File: src/mixed_radix_residue_converter_defines.svh
// Assertion macros for the mixed-radix residue converter.
`ifndef MIXED_RADIX_RESIDUE_CONVERTER_DEFINES_SVH
`define MIXED_RADIX_RESIDUE_CONVERTER_DEFINES_SVH

// Same-cycle implication, sampled on clk, off while rst_n is low.
`define MRRC_ASSERT_IMPL(lbl, ante, cons, msg) \
  lbl: assert property (@(posedge clk) disable iff (!rst_n) (ante) |-> (cons)) else $error(msg);

// Next-cycle implication, sampled on clk, off while rst_n is low.
`define MRRC_ASSERT_NEXT(lbl, ante, cons, msg) \
  lbl: assert property (@(posedge clk) disable iff (!rst_n) (ante) |=> (cons)) else $error(msg);

`endif

File: src/mrrc_pkg.sv
// Shared types, constants and helper functions of the mixed-radix residue converter.
package mrrc_pkg;

  localparam int LANES = 6;
  localparam int VW    = 15;

  typedef logic [VW-1:0] val_t;
  typedef logic [LANES-1:0][VW-1:0] vec_t;

  typedef struct packed {
    logic action;
    val_t value_0;
    val_t value_1;
    val_t value_2;
    val_t value_3;
    val_t value_4;
    val_t value_5;
  } in_word_t;

  typedef struct packed {
    val_t result_0;
    val_t result_1;
    val_t result_2;
    val_t result_3;
    val_t result_4;
    val_t result_5;
  } out_word_t;

  // Per-cell constants, all derived from the configuration registers.
  typedef struct packed {
    val_t        my;
    val_t        mx;
    logic [31:0] mu;
    logic [15:0] pad;
    val_t        inv;
    logic        act;
  } cell_cfg_t;

  localparam logic ACT_DECOMPOSE = 1'b0;
  localparam logic ACT_COMPOSE   = 1'b1;

  localparam logic [2:0] REG_IN_USE = 3'd6;

  localparam vec_t MOD_RESET = {15'd13, 15'd11, 15'd7, 15'd5, 15'd3, 15'd2};
  localparam logic [2:0] IN_USE_RESET = 3'd6;

  // Lane pair handled by cell p, in the order x then y > x.
  function automatic int pair_x(int p, int nm);
    int c;
    int r;
    c = 0;
    r = 0;
    for (int x = 0; x < nm; x++) begin
      for (int y = x + 1; y < nm; y++) begin
        if (c == p) r = x;
        c++;
      end
    end
    return r;
  endfunction

  function automatic int pair_y(int p, int nm);
    int c;
    int r;
    c = 0;
    r = 0;
    for (int x = 0; x < nm; x++) begin
      for (int y = x + 1; y < nm; y++) begin
        if (c == p) r = y;
        c++;
      end
    end
    return r;
  endfunction

endpackage

File: src/mrrc_cell.sv
// One conversion cell: updates lane Y from lane X in four pipeline stages.
module mrrc_cell #(
  parameter int X = 0,
  parameter int Y = 1
) (
  input  logic                clk,
  input  logic                rst_n,
  input  logic                en,
  input  mrrc_pkg::cell_cfg_t cfg,
  input  logic                up_valid,
  input  mrrc_pkg::vec_t      up_vec,
  input  logic                up_action,
  output logic                dn_valid,
  output mrrc_pkg::vec_t      dn_vec,
  output logic                dn_action
);

  logic [3:0] val_r;
  mrrc_pkg::vec_t vec1_r, vec2_r, vec3_r, vec4_r;
  logic act1_r, act2_r, act3_r, act4_r;
  logic [31:0] t1_r, t2_r, t3_r;
  logic [31:0] q2_r;
  logic [31:0] qm3_r;

  mrrc_pkg::val_t vy;
  mrrc_pkg::val_t vx;
  logic [29:0]    prod_c;
  logic [31:0]    t_c;
  logic [16:0]    s_d;
  logic [31:0]    t_d;
  logic [63:0]    prod_q;
  logic [46:0]    prod_qm;
  logic [31:0]    diff;
  mrrc_pkg::val_t red;
  mrrc_pkg::val_t lane_nxt;
  mrrc_pkg::vec_t vec4_nxt;

  always_comb begin
    vy     = up_vec[Y];
    vx     = up_vec[X];
    prod_c = 30'(vy) * 30'(cfg.mx);
    t_c    = 32'(prod_c) + 32'(vx);
    // Adding a multiple of m_y at least 2**15 keeps the difference non-negative.
    s_d    = 17'(vy) + 17'(cfg.pad) - 17'(vx);
    t_d    = 32'(s_d) * 32'(cfg.inv);
    prod_q = 64'(t1_r) * 64'(cfg.mu);
    prod_qm = 47'(q2_r) * 47'(cfg.my);
    diff   = t3_r - qm3_r;
    red    = (diff[16:0] >= 17'(cfg.my)) ? 15'(diff[16:0] - 17'(cfg.my)) : diff[14:0];
    if (!cfg.act || (cfg.my == 15'd0)) begin
      lane_nxt = vec3_r[Y];
    end else if (cfg.my == 15'd1) begin
      lane_nxt = 15'd0;
    end else begin
      lane_nxt = red;
    end
    vec4_nxt    = vec3_r;
    vec4_nxt[Y] = lane_nxt;
  end

  always_ff @(posedge clk) begin
    if (!rst_n) begin
      val_r <= 4'd0;
    end else if (en) begin
      val_r <= {val_r[2:0], up_valid};
    end
  end

  always_ff @(posedge clk) begin
    if (en) begin
      vec1_r <= up_vec;
      act1_r <= up_action;
      t1_r   <= (up_action == mrrc_pkg::ACT_COMPOSE) ? t_c : t_d;
      vec2_r <= vec1_r;
      act2_r <= act1_r;
      t2_r   <= t1_r;
      q2_r   <= prod_q[63:32];
      vec3_r <= vec2_r;
      act3_r <= act2_r;
      t3_r   <= t2_r;
      qm3_r  <= prod_qm[31:0];
      vec4_r <= vec4_nxt;
      act4_r <= act3_r;
    end
  end

  assign dn_valid  = val_r[3];
  assign dn_vec    = vec4_r;
  assign dn_action = act4_r;

endmodule

File: config.mk
export PLATFORM = sky130hd
export DESIGN_NAME = mrrc_cell
export DESIGN_NICKNAME = d
export VERILOG_FILES = /design/src/mixed_radix_residue_converter_defines.svh /design/src/mrrc_pkg.sv /design/src/mrrc_cell.sv
export SDC_FILE = /design/constraint.sdc
export NUM_CORES = 2
export LEC_CHECK = 0
export BUFFER_PORTS_ARGS = -buffer_cell sky130_fd_sc_hd__buf_2
export CAP_MARGIN = 20
export CORE_MARGIN = 2
export CORE_UTILIZATION = 40
export DETAILED_ROUTE_END_ITERATION = 7
export GPL_TIMING_DRIVEN = 1
export PLACE_DENSITY = 0.61
export SYNTH_ARGS = -nofsm -noshare
export SYNTH_HDL_FRONTEND = slang
export SYNTH_SLANG_ARGS = --single-unit
File: constraint.sdc
create_clock -name clk -period 14.6 [get_ports clk]
set_input_delay 4.38 -clock clk [delete_from_list [all_inputs] [get_ports clk]]
set_output_delay 4.38 -clock clk [all_outputs]
set_load 0.005 [all_outputs]
==> out/qor.csv <==
stage,metric,value,unit
drt,routed-via-count,44800,
cts,cts_hold_repair.buffers,0,
synthesis,post_synth_num_cell_types,69,
synthesis,synth_nets,8478,
timing,fin_crit,13.57,ns
floorplan,row_count,148,
cts,cts_resized,0,
layout,finalNonFillerCells,8861,
synthesis,yosys_register_bits,468,
critical_path,worstPathRequired,14.90,ns
synthesis,synth_top_area_cell,fa_1,
timing,worst_pin_slew,1.13,ns
timing,maxSlewViolCount,0,
cts,clk_path_buf_depth,3,
global_route,grt_use_total,0.208,
synthesis,synthCells,6539,
synthesis,syn_area,65600,µm²
synthesis,netlist_top_cells_area,"fa_1 39%, edfxtp_1 21%, ha_1 9.0%",
synthesis,yosysTopAreaCellShare,0.390,
drt,via_per_inst,5.06,
critical_path,r2r_cells,27,
drt,wl_per_cell,19.3,µm
placement,portBuffers,280,
placement,routabilityCongestion,0.892,
global_route,antenna_found_initial,17,
timing,worst_slack,1.03,ns
floorplan,die_height,409,µm
global_route,grt_pass1_vias,48300,
critical_path,critPathKind,input port to register,
placement,dp.cells,8761,
cts,clock_sinks,468,
drt,routed_wl,171000,µm
cts,tritoncts,done,
cts,numCtsBuffers,50,
critical_path,crit_slowest_cell,or3_1,
critical_path,cp_num_buf_inv,7,
cts,htree_levels,2,
critical_path,crit_path_end_kind,register,
synthesis,ys_seq_area_frac,0.214,
job,drv_cap,0,
cts,clock-root-buffer,clkbuf_16,
layout,drive_above_1_share,0.0671,
synthesis,syn_area_per_cell,10.0,µm²
layout,area_delta_synth_final,8.04,%
floorplan,die_w,409,µm
placement,place_hpwl,129000,µm
drt,drc,0,
cts,clk_latency,0.62,ns
timing,finClkSkew,0.0455,ns
critical_path,critPathMaxFanout,17,
floorplan,initial_core_util,0.403,
global_route,grt_pass1_wl,272000,µm
worst_hold_path,holdPathStages,0,
drt,final_antenna_net_count,0,
layout,fin_nets,8578,
timing,finalCritPeriodShare,0.930,
timing,rsz0062_at_grt,no,
synthesis,synthFlopType,edfxtp_1,
critical_path,critPathArrivalTime,13.88,ns
timing,setup_viol,0,
worst_hold_path,hp-class,register to register,
cts,cts.clk_slew.worst_paths,0.06,ns
critical_path,crit_family,adder cells,
floorplan,core-area,163000,µm²
floorplan,die_area,167000,µm²
floorplan,num_io_pins,281,
timing,slew_headroom,0.240,
drt,dr.pass1.iters,6,
timing,fmax,73.7,MHz
critical_path,crit_cells,36,
synthesis,synth_warnings,0,
critical_path,startpoint_type,input port,
drt,drt_iter0_drc,3131,
global_route,grt_max_degree,152,
global_route,grt.overflow.total,0,
synthesis,synth-edff-count,464,
synthesis,async_reset_ff_frac,0,
timing,tns,0,ns
critical_path,critical_path.max_stage_delay,0.55,ns
timing,hold_viol,0,
cts,postCtsSetupBuffers,0,
critical_path,crit_top_cell,fa_1,
run_status,status,"complete, no violations",
placement,place_ws,0.501,ns
-- kinds of logic (layout without fill, tap and decap cells) --
kind of cell	Yosys count	after routing	synth area share
xor+xnor	164	164	0.0219
mux	24	24	0.00372
other cells	0	7	0
flops	468	468	0.214
buf+inv	1831	1971	0.105
fa+ha+maj	1750	1750	0.480
compound gates	393	393	0.0394
simple gates	1909	1909	0.136
-- final timing paths --
kind / from / to / slack [ns]
min reg2reg: vec1_r[28] / vec2_r[28] / 0.39
max reg2reg: t1_r[16] / q2_r[15] / 5.98
min: vec1_r[28] / vec2_r[28] / 0.39
max: up_vec[16] / t1_r[31] / 1.03
-- worst register-to-register path, cell delays in order (launching register included) --
cell,delay [ns]
edfxtp_1,0.32
buf_4,0.50
nand2_1,0.20
fa_1,0.59
inv_1,0.05
fa_1,0.49
fa_1,0.55
inv_1,0.05
fa_1,0.50
inv_1,0.06
fa_1,0.54
inv_1,0.06
fa_1,0.47
inv_1,0.05
fa_1,0.47
inv_1,0.05
fa_1,0.49
inv_1,0.04
ha_1,0.32
nand4_1,0.18
nor3_1,0.49
nand4_1,0.18
o311ai_2,0.15
a22oi_2,0.18
a31oi_4,0.32
a41oi_1,0.19
o41a_1,0.47
xnor2_1,0.42
-- cell usage after synthesis (all sizes together), types with 5 or more instances --
| library cell | instances |
|---|---|
| xor2 | 47 |
| o31ai | 5 |
| o21a | 21 |
| fa | 1279 |
| mux2i | 21 |
| o211ai | 15 |
| nor4bb | 6 |
| o22ai | 5 |
| and3 | 18 |
| a211oi | 14 |
| a21o | 43 |
| a21boi | 10 |
| xnor2 | 117 |
| edfxtp | 464 |
| nand2 | 1075 |
| buf | 11 |
| and2 | 515 |
| nand2b | 20 |
| nand4 | 14 |
| ha | 471 |
| nand3 | 76 |
| or3 | 10 |
| a31oi | 13 |
| a311oi | 10 |
| nor2 | 91 |
| a21oi | 108 |
| clkbuf | 289 |
| o21ai | 86 |
| nor3 | 37 |
| nor2b | 27 |
| inv | 1531 |
| a211o | 6 |
| or2 | 5 |
| a41oi | 7 |
| o21bai | 18 |
| nand3b | 10 |
-- layout make-up --
cell class,count,area [µm²]
Clock inverter,37,453
Tap cell,2175,2720
Sequential cell,468,14000
Timing Repair Buffer,348,1930
Inverter,1531,5750
Antenna cell,7,17.5
Multi-Input combinational cell,4240,44700
Clock buffer,55,1270
Fill cell,15600,91900
-- layer usage --
layer | global-route usage | part of all wire | vias to the layer above
met5 | 0 | 0.00064 | -
met4 | 0.0613 | 0.032 | 18
met3 | 0.0333 | 0.070 | 366
met2 | 0.349 | 0.48 | 1535
met1 | 0.278 | 0.42 | 23100
li1 | - | - | 19800
-- flip-flops by register name (all words and copies together), names as in the netlist --
register / count
dn_vec: 90
vec1_r: 90
vec2_r: 90
vec3_r: 90
t1_r: 32
q2_r: 17
qm3_r: 17
t2_r: 17
t3_r: 17
val_r: 4
act1_r: 1
act2_r: 1
act3_r: 1
dn_action: 1
-- stage by stage --
| stage | instance area, µm² | hold WS (ns) | util |
|---|---|---|---|
| floorplan | 65600 | 0.400 | - |
| global placement | 69100 | 0.400 | 0.425 |
| detailed placement | 69100 | 0.405 | 0.425 |
| CTS | 70800 | 0.388 | 0.435 |
| global route | 70900 | 0.404 | 0.435 |
| finish | 70900 | 0.387 | 0.435 |
-- placed cells by master, fill, tap and decap left out, drive strengths merged, types with 10 or more instances in the layout --
| master | instances |
|---|---|
| o21ai | 86 |
| nand2 | 1075 |
| buf | 348 |
| nand3 | 76 |
| nand3b | 10 |
| or3 | 10 |
| nor2 | 91 |
| clkbuf | 55 |
| nor2b | 27 |
| and2 | 515 |
| a311oi | 10 |
| fa | 1279 |
| a21boi | 10 |
| a31oi | 13 |
| edfxtp | 464 |
| xnor2 | 117 |
| a21o | 43 |
| xor2 | 47 |
| nor3 | 37 |
| a211oi | 14 |
| inv | 1535 |
| o21bai | 18 |
| and3 | 18 |
| clkinv | 22 |
| o21a | 21 |
| a21oi | 108 |
| nand4 | 14 |
| mux2i | 21 |
| ha | 471 |
| o211ai | 15 |
| nand2b | 20 |
Power is not shown: default switching activity piles up to over one toggle a cycle in this logic, so the estimate is an artifact.
