File: config.mk
export PLATFORM = sky130hd
export DESIGN_NAME = mrrc_setup
export DESIGN_NICKNAME = d
export VERILOG_FILES = /design/src/mixed_radix_residue_converter_defines.svh /design/src/mrrc_pkg.sv /design/src/mrrc_setup.sv
export SDC_FILE = /design/constraint.sdc
export NUM_CORES = 2
export LEC_CHECK = 0
export ABC_CLOCK_PERIOD_IN_PS = 10500
export BUFFER_PORTS_ARGS = -buffer_cell sky130_fd_sc_hd__buf_2
export CORE_UTILIZATION = 40
export DETAILED_ROUTE_END_ITERATION = 10
export GPL_TIMING_DRIVEN = 0
export MAX_ROUTING_LAYER = met4
export RECOVER_POWER = 100
export SKIP_LAST_GASP = 1
export SYNTH_ARGS = -nofsm -noshare
export SYNTH_HDL_FRONTEND = slang
export SYNTH_SLANG_ARGS = --single-unit
File: constraint.sdc
create_clock -name clk -period 10.5 [get_ports clk]
set_input_delay 2.1 -clock clk [delete_from_list [all_inputs] [get_ports clk]]
set_output_delay 2.1 -clock clk [all_outputs]
set_load 0.005 [all_outputs]
File: src/mixed_radix_residue_converter_defines.svh
// Assertion macros for the mixed-radix residue converter.
`ifndef MIXED_RADIX_RESIDUE_CONVERTER_DEFINES_SVH
`define MIXED_RADIX_RESIDUE_CONVERTER_DEFINES_SVH

// Same-cycle implication, sampled on clk, off while rst_n is low.
`define MRRC_ASSERT_IMPL(lbl, ante, cons, msg) \
  lbl: assert property (@(posedge clk) disable iff (!rst_n) (ante) |-> (cons)) else $error(msg);

// Next-cycle implication, sampled on clk, off while rst_n is low.
`define MRRC_ASSERT_NEXT(lbl, ante, cons, msg) \
  lbl: assert property (@(posedge clk) disable iff (!rst_n) (ante) |=> (cons)) else $error(msg);

`endif

File: src/mrrc_pkg.sv
// Shared types, constants and helper functions of the mixed-radix residue converter.
package mrrc_pkg;

  localparam int LANES = 6;
  localparam int VW    = 15;

  typedef logic [VW-1:0] val_t;
  typedef logic [LANES-1:0][VW-1:0] vec_t;

  typedef struct packed {
    logic action;
    val_t value_0;
    val_t value_1;
    val_t value_2;
    val_t value_3;
    val_t value_4;
    val_t value_5;
  } in_word_t;

  typedef struct packed {
    val_t result_0;
    val_t result_1;
    val_t result_2;
    val_t result_3;
    val_t result_4;
    val_t result_5;
  } out_word_t;

  // Per-cell constants, all derived from the configuration registers.
  typedef struct packed {
    val_t        my;
    val_t        mx;
    logic [31:0] mu;
    logic [15:0] pad;
    val_t        inv;
    logic        act;
  } cell_cfg_t;

  localparam logic ACT_DECOMPOSE = 1'b0;
  localparam logic ACT_COMPOSE   = 1'b1;

  localparam logic [2:0] REG_IN_USE = 3'd6;

  localparam vec_t MOD_RESET = {15'd13, 15'd11, 15'd7, 15'd5, 15'd3, 15'd2};
  localparam logic [2:0] IN_USE_RESET = 3'd6;

  // Lane pair handled by cell p, in the order x then y > x.
  function automatic int pair_x(int p, int nm);
    int c;
    int r;
    c = 0;
    r = 0;
    for (int x = 0; x < nm; x++) begin
      for (int y = x + 1; y < nm; y++) begin
        if (c == p) r = x;
        c++;
      end
    end
    return r;
  endfunction

  function automatic int pair_y(int p, int nm);
    int c;
    int r;
    c = 0;
    r = 0;
    for (int x = 0; x < nm; x++) begin
      for (int y = x + 1; y < nm; y++) begin
        if (c == p) r = y;
        c++;
      end
    end
    return r;
  endfunction

endpackage

File: src/mrrc_setup.sv
// Sequencer that derives reciprocals, offsets and modular inverses from the moduli.
module mrrc_setup #(
  parameter int NUM_MODULI = 6
) (
  input  logic                                   clk,
  input  logic                                   rst_n,
  input  logic                                   start,
  input  mrrc_pkg::vec_t                         mods,
  output logic                                   busy,
  output logic [mrrc_pkg::LANES-1:0][31:0]       mu_o,
  output logic [mrrc_pkg::LANES-1:0][15:0]       pad_o,
  output logic [NUM_MODULI*(NUM_MODULI-1)/2-1:0][mrrc_pkg::VW-1:0] inv_o
);

  localparam int NP  = NUM_MODULI * (NUM_MODULI - 1) / 2;
  localparam int PIW = (NP > 1) ? $clog2(NP) : 1;

  localparam logic [2:0] S_IDLE = 3'd0;
  localparam logic [2:0] S_DIV  = 3'd1;
  localparam logic [2:0] S_BASE = 3'd2;
  localparam logic [2:0] S_MULR = 3'd3;
  localparam logic [2:0] S_MULB = 3'd4;

  logic [2:0]     state_r;
  logic [2:0]     yi_r;
  logic [5:0]     dstep_r;
  logic [15:0]    rem_r;
  logic [31:0]    quo_r;
  logic [PIW-1:0] pi_r;
  logic [2:0]     px_r;
  logic [2:0]     py_r;
  logic [3:0]     it_r;
  logic [1:0]     ph_r;

  logic [mrrc_pkg::LANES-1:0][31:0] mu_r;
  logic [mrrc_pkg::LANES-1:0][15:0] pad_r;
  logic [NP-1:0][mrrc_pkg::VW-1:0]  inv_r;

  logic [29:0]          mt_r;
  logic [29:0]          mq_r;
  logic [29:0]          mqm_r;
  mrrc_pkg::val_t       br_r;
  mrrc_pkg::val_t       rr_r;
  mrrc_pkg::val_t       e_r;

  mrrc_pkg::val_t div_m;
  logic [15:0]    shifted;
  logic           ge;
  logic [15:0]    rem_nxt;
  logic [15:0]    pad_val;

  mrrc_pkg::val_t mm_m;
  logic [31:0]    mm_mu;
  mrrc_pkg::val_t mm_a;
  mrrc_pkg::val_t mm_b;
  logic [61:0]    mm_prod;
  logic [29:0]    mm_diff;
  mrrc_pkg::val_t mm_res;
  logic           mm_done;
  logic           mm_state;

  // Restoring division of 2**32 by the modulus, one quotient bit a cycle.
  always_comb begin
    div_m   = mods[yi_r];
    shifted = {rem_r[14:0], (dstep_r == 6'd0)};
    ge      = shifted >= {1'b0, div_m};
    rem_nxt = ge ? (shifted - {1'b0, div_m}) : shifted;
    // After sixteen dividend bits the remainder is 2**15 mod m.
    pad_val = (rem_nxt == 16'd0) ? 16'h8000 : (16'h8000 + {1'b0, div_m} - rem_nxt);
  end

  // Barrett modular multiply in phases: product, quotient estimate, quotient times modulus, correction.
  always_comb begin
    mm_m  = mods[py_r];
    mm_mu = mu_r[py_r];
    case (state_r)
      S_BASE: begin
        mm_a = mods[px_r];
        mm_b = 15'd1;
      end
      S_MULR: begin
        mm_a = rr_r;
        mm_b = br_r;
      end
      default: begin
        mm_a = br_r;
        mm_b = br_r;
      end
    endcase
    mm_prod  = 62'(mt_r) * 62'(mm_mu);
    mm_diff  = mt_r - mqm_r;
    mm_res   = (mm_diff >= 30'(mm_m)) ? 15'(mm_diff - 30'(mm_m)) : mm_diff[14:0];
    mm_done  = (ph_r == 2'd3);
    mm_state = (state_r == S_BASE) || (state_r == S_MULR) || (state_r == S_MULB);
  end

  always_ff @(posedge clk) begin
    if (!rst_n || start) begin
      state_r <= S_DIV;
      yi_r    <= 3'd0;
      dstep_r <= 6'd0;
      rem_r   <= 16'd0;
      ph_r    <= 2'd0;
      pi_r    <= '0;
      px_r    <= 3'd0;
      py_r    <= 3'd1;
      it_r    <= 4'd0;
    end else begin
      case (state_r)
        S_DIV: begin
          rem_r <= rem_nxt;
          if (dstep_r == 6'd32) begin
            dstep_r <= 6'd0;
            rem_r   <= 16'd0;
            if (yi_r == 3'(NUM_MODULI - 1)) begin
              state_r <= S_BASE;
              pi_r    <= '0;
              px_r    <= 3'd0;
              py_r    <= 3'd1;
            end else begin
              yi_r <= yi_r + 3'd1;
            end
          end else begin
            dstep_r <= dstep_r + 6'd1;
          end
        end
        S_BASE: begin
          ph_r <= ph_r + 2'd1;
          if (mm_done) begin
            state_r <= S_MULR;
            it_r    <= 4'd0;
          end
        end
        S_MULR: begin
          ph_r <= ph_r + 2'd1;
          if (mm_done) state_r <= S_MULB;
        end
        S_MULB: begin
          ph_r <= ph_r + 2'd1;
          if (mm_done) begin
            if (it_r == 4'd14) begin
              if (pi_r == PIW'(NP - 1)) begin
                state_r <= S_IDLE;
              end else begin
                pi_r    <= pi_r + PIW'(1);
                state_r <= S_BASE;
                if (py_r == 3'(NUM_MODULI - 1)) begin
                  px_r <= px_r + 3'd1;
                  py_r <= px_r + 3'd2;
                end else begin
                  py_r <= py_r + 3'd1;
                end
              end
            end else begin
              it_r    <= it_r + 4'd1;
              state_r <= S_MULR;
            end
          end
        end
        default: state_r <= S_IDLE;
      endcase
    end
  end

  always_ff @(posedge clk) begin
    if (state_r == S_DIV) begin
      quo_r <= {quo_r[30:0], ge};
      if (dstep_r == 6'd15) pad_r[yi_r] <= pad_val;
      if (dstep_r == 6'd32) mu_r[yi_r] <= {quo_r[30:0], ge};
    end
    if (mm_state) begin
      case (ph_r)
        2'd0: mt_r <= 30'(mm_a) * 30'(mm_b);
        2'd1: mq_r <= mm_prod[61:32];
        2'd2: mqm_r <= 30'(mq_r * 30'(mm_m));
        default: begin
          case (state_r)
            S_BASE: begin
              br_r <= mm_res;
              rr_r <= 15'd1;
              e_r  <= mm_m - 15'd2;
            end
            S_MULR: begin
              if (e_r[0]) rr_r <= mm_res;
            end
            default: begin
              br_r <= mm_res;
              e_r  <= e_r >> 1;
              if (it_r == 4'd14) inv_r[pi_r] <= rr_r;
            end
          endcase
        end
      endcase
    end
  end

  assign busy  = (state_r != S_IDLE);
  assign mu_o  = mu_r;
  assign pad_o = pad_r;
  assign inv_o = inv_r;

endmodule

==> results.toml <==
[outcome]
status = "finished with violations"
violations = "max-capacitance violations, max-slew violations"

[layout]
syn_to_final_growth_pct = 11.75
seq_area_um2 = 21250
layout.nets = 9884
final_area_um2 = 87210
fillers = 18460
multi_input_comb_area_um2 = 50640
drive_gt1_frac = 0.07224

[global_routing]
grt_antenna_before_repair = 29
grt_pass1_vias = 60260
grt_use_total = 0.2981
overflow = 0
grt_pass1_wl_um = 411700
grt_max_degree = 40

[setup_path]
arrival_ns = 10.68
regToRegSetupSlack_ns = 0.23
r2r_start = "py_r[1]"
required_ns = 10.91
slowest_stage = "fa_1"
critPathKind = "reg2reg"
cpPeakStageDelay_ns = 0.71
endpoint_kind = "flop"
critPathLaunch = "py_r[1]"
critPathMaxFanout = 10
cp-start-kind = "flop"
cpMostUsedCell = "fa_1"

[clocking]
ctsRootBufferMaster = "clkbuf_16"
cts_sinks = 722
cts_buffers = 81
cts_tree = "built"
h-tree-depth = 3
cts_buffer_depth = 3
insertion_delay_ns = 0.71
clk_pin_slew_ns = 0.06
cts_hold_buf = 0

[synth]
dominantRegCellSynth = "edfxtp_1"
synth_seq_cells = 722
synth.most_common_cell = "inv_1"
async_reset_ff_frac = 0
synthTopCellsByArea = "fa_1 (33%), edfxtp_1 (26%), ha_1 (7.9%), inv_1 (6.3%), and2_1 (5.2%)"
synth_nets = 9156
yosysTopAreaCell = "fa_1"
yosys-top-cells-count = "inv_1 (1320), fa_1 (1269), nand2_1 (895), edfxtp_1 (679), and2_1 (653)"
synth_edf_count = 679
yosysWarnings = 0
avgSynthCellArea_um2 = 10.69
ys_seq_area_frac = 0.2723
synth_area_um2 = 78040
yosys.area.top_type_share = 0.3255
syn-instance-count = 7304
ys_types = 93

[sta]
worstMarginPinSlew_ns = 2.813
hold_violations = 0
slew_headroom = -0.8791
fin_crit_sh = 0.9783
finalSetupViolations = 0
fin_tns_setup_ns = 0
drv_slew = 251
fmax_ghz = 0.09735
skew_ns = 0.03894
period_needed_ns = 10.27
setup_slack_ns = 0.2277

[min_path]
hp-class = "reg2reg"
min-delay-start = "it_r[3]"

[place]
placement.io_buffers = 606
hpwl_um = 230000
placed_cell_area_um2 = 84850
place.gp.congestion = 1.013
dp_slack_ns = -2.496

[floorplanning]
placementRows = 161
die_w_um = 443.7
core_um2 = 193200
initial_utilization = 0.4040
die_h_um = 443.7
io_pins = 607
die_area_um2 = 196900

[detailed_routing]
viasPerCell = 5.384
ant_nets = 0
firstDrtPassIters = 6
vias = 57290
drc = 0
drt_iter0_markers = 4950
avgRoutedWirePerCell_um = 26.63
routed_wl_um = 283300

[power_and_ir_drop]
ir_worst_vdd_mv = 0.2238
leakage_nw = 38.87
total_power_mw = 8.742
p_per_area_nw_per_um2 = 100.2

[run]
maxCapViolCount = 15
## cell families (layout without fill, tap and decap cells)
kind of cell	count (synthesis)	after routing	synth area share
other	0	17	0
muxes	173	173	0.03381
buffers and inverters	1674	2468	0.08115
adders and majority gates	1759	1759	0.4041
DFF	722	722	0.2723
AOI/OAI and AO/OA	636	636	0.05233
xor gates and xnor gates	179	179	0.02009
and+or+nand+nor	2161	2161	0.1363
## flip-flops by register name (all words and copies together), names as in the netlist, 4 cells and up
register	flops
mu_o	192
mt_r	30
pad_o	96
quo_r	31
inv_o	225
rem_r	15
rr_r	15
br_r	15
it_r	4
mq_r	30
e_r	15
pi_r	4
dstep_r	6
mqm_r	30
## area by class of cell
type	count	area share
well taps	2526	0.03624
diodes	17	0.0004878
clock inverters	61	0.008006
clock buffers	88	0.02354
flip-flops and latches	722	0.2437
plain buffers	348	0.01907
multi-input cells	4908	0.5806
inverters	1323	0.05696
repair buffers	648	0.03141
## metal layers
layer | up-vias | GRT usage | routed length [um]
met5 | - | - | 0
met4 | 0 | 0.1255 | 13830
met3 | 522 | 0.06024 | 24620
met2 | 2540 | 0.4658 | 132400
met1 | 29740 | 0.3774 | 112400
li1 | 24500 | - | -
## cells in the final DEF, fill, tap and decap left out, types with 42 or more instances in the layout
cell type / netlist / layout
a21o_1: 87 / 78
a21oi_1: 173 / 169
and2_1: 653 / 645
buf_2: 16 / 224
clkbuf_1: 314 / 674
clkbuf_16: 0 / 81
dfxtp_1: 43 / 42
edfxtp_1: 679 / 679
fa_1: 1269 / 1268
ha_1: 490 / 490
inv_1: 1320 / 1320
mux2i_1: 96 / 95
mux4_2: 72 / 72
nand2_1: 895 / 894
nand3_1: 49 / 48
nor2_1: 231 / 229
nor2b_1: 147 / 146
nor3_1: 54 / 54
o21ai_0: 128 / 116
xnor2_1: 121 / 121
xor2_1: 58 / 58
## where the power goes
| group | leakage [nW] | switching, mW | total, mW | internal [mW] |
|---|---|---|---|---|
| clock | 1.33 | 1.25 | 2.94 | 1.68 |
| combinational | 30.9 | 1.45 | 2.55 | 1.11 |
| sequential | 6.63 | 0.00126 | 3.25 | 3.25 |
| total | 38.9 | 2.70 | 8.74 | 6.04 |
## worst paths after layout
path	end	depth (start not counted)
max	mq_r[20]	28
min	it_r[3]	2
max reg2reg	mq_r[20]	28
min reg2reg	it_r[3]	2
## metrics by stage
step                      utilization  hold WS (ns)  cells
after floorplan                     -        0.4537   7304
after global placement         0.4360        0.4689  10440
after detailed placement       0.4392        0.4861  10470
after CTS                      0.4556        0.4946  10630
after global routing           0.4514        0.5103  10630
final                          0.4514        0.4913  10640
## what timing repair did
item,in CTS,in global routing
endpoints found under the setup margin,30,21
gates resized for setup,184,48
pin swaps,2,5
setup buffers,3,1
## worst max-delay path: cells and delay by family, from the launching register on
kind            cells  cell delay [ns]
flops               1             0.34
compound gates      9             2.27
fa+ha+maj           9             4.44
buf+inv             7             2.01
simple gates        2             0.61
mux                 1             0.25
Note: power is estimated with default switching activity, not from simulation.
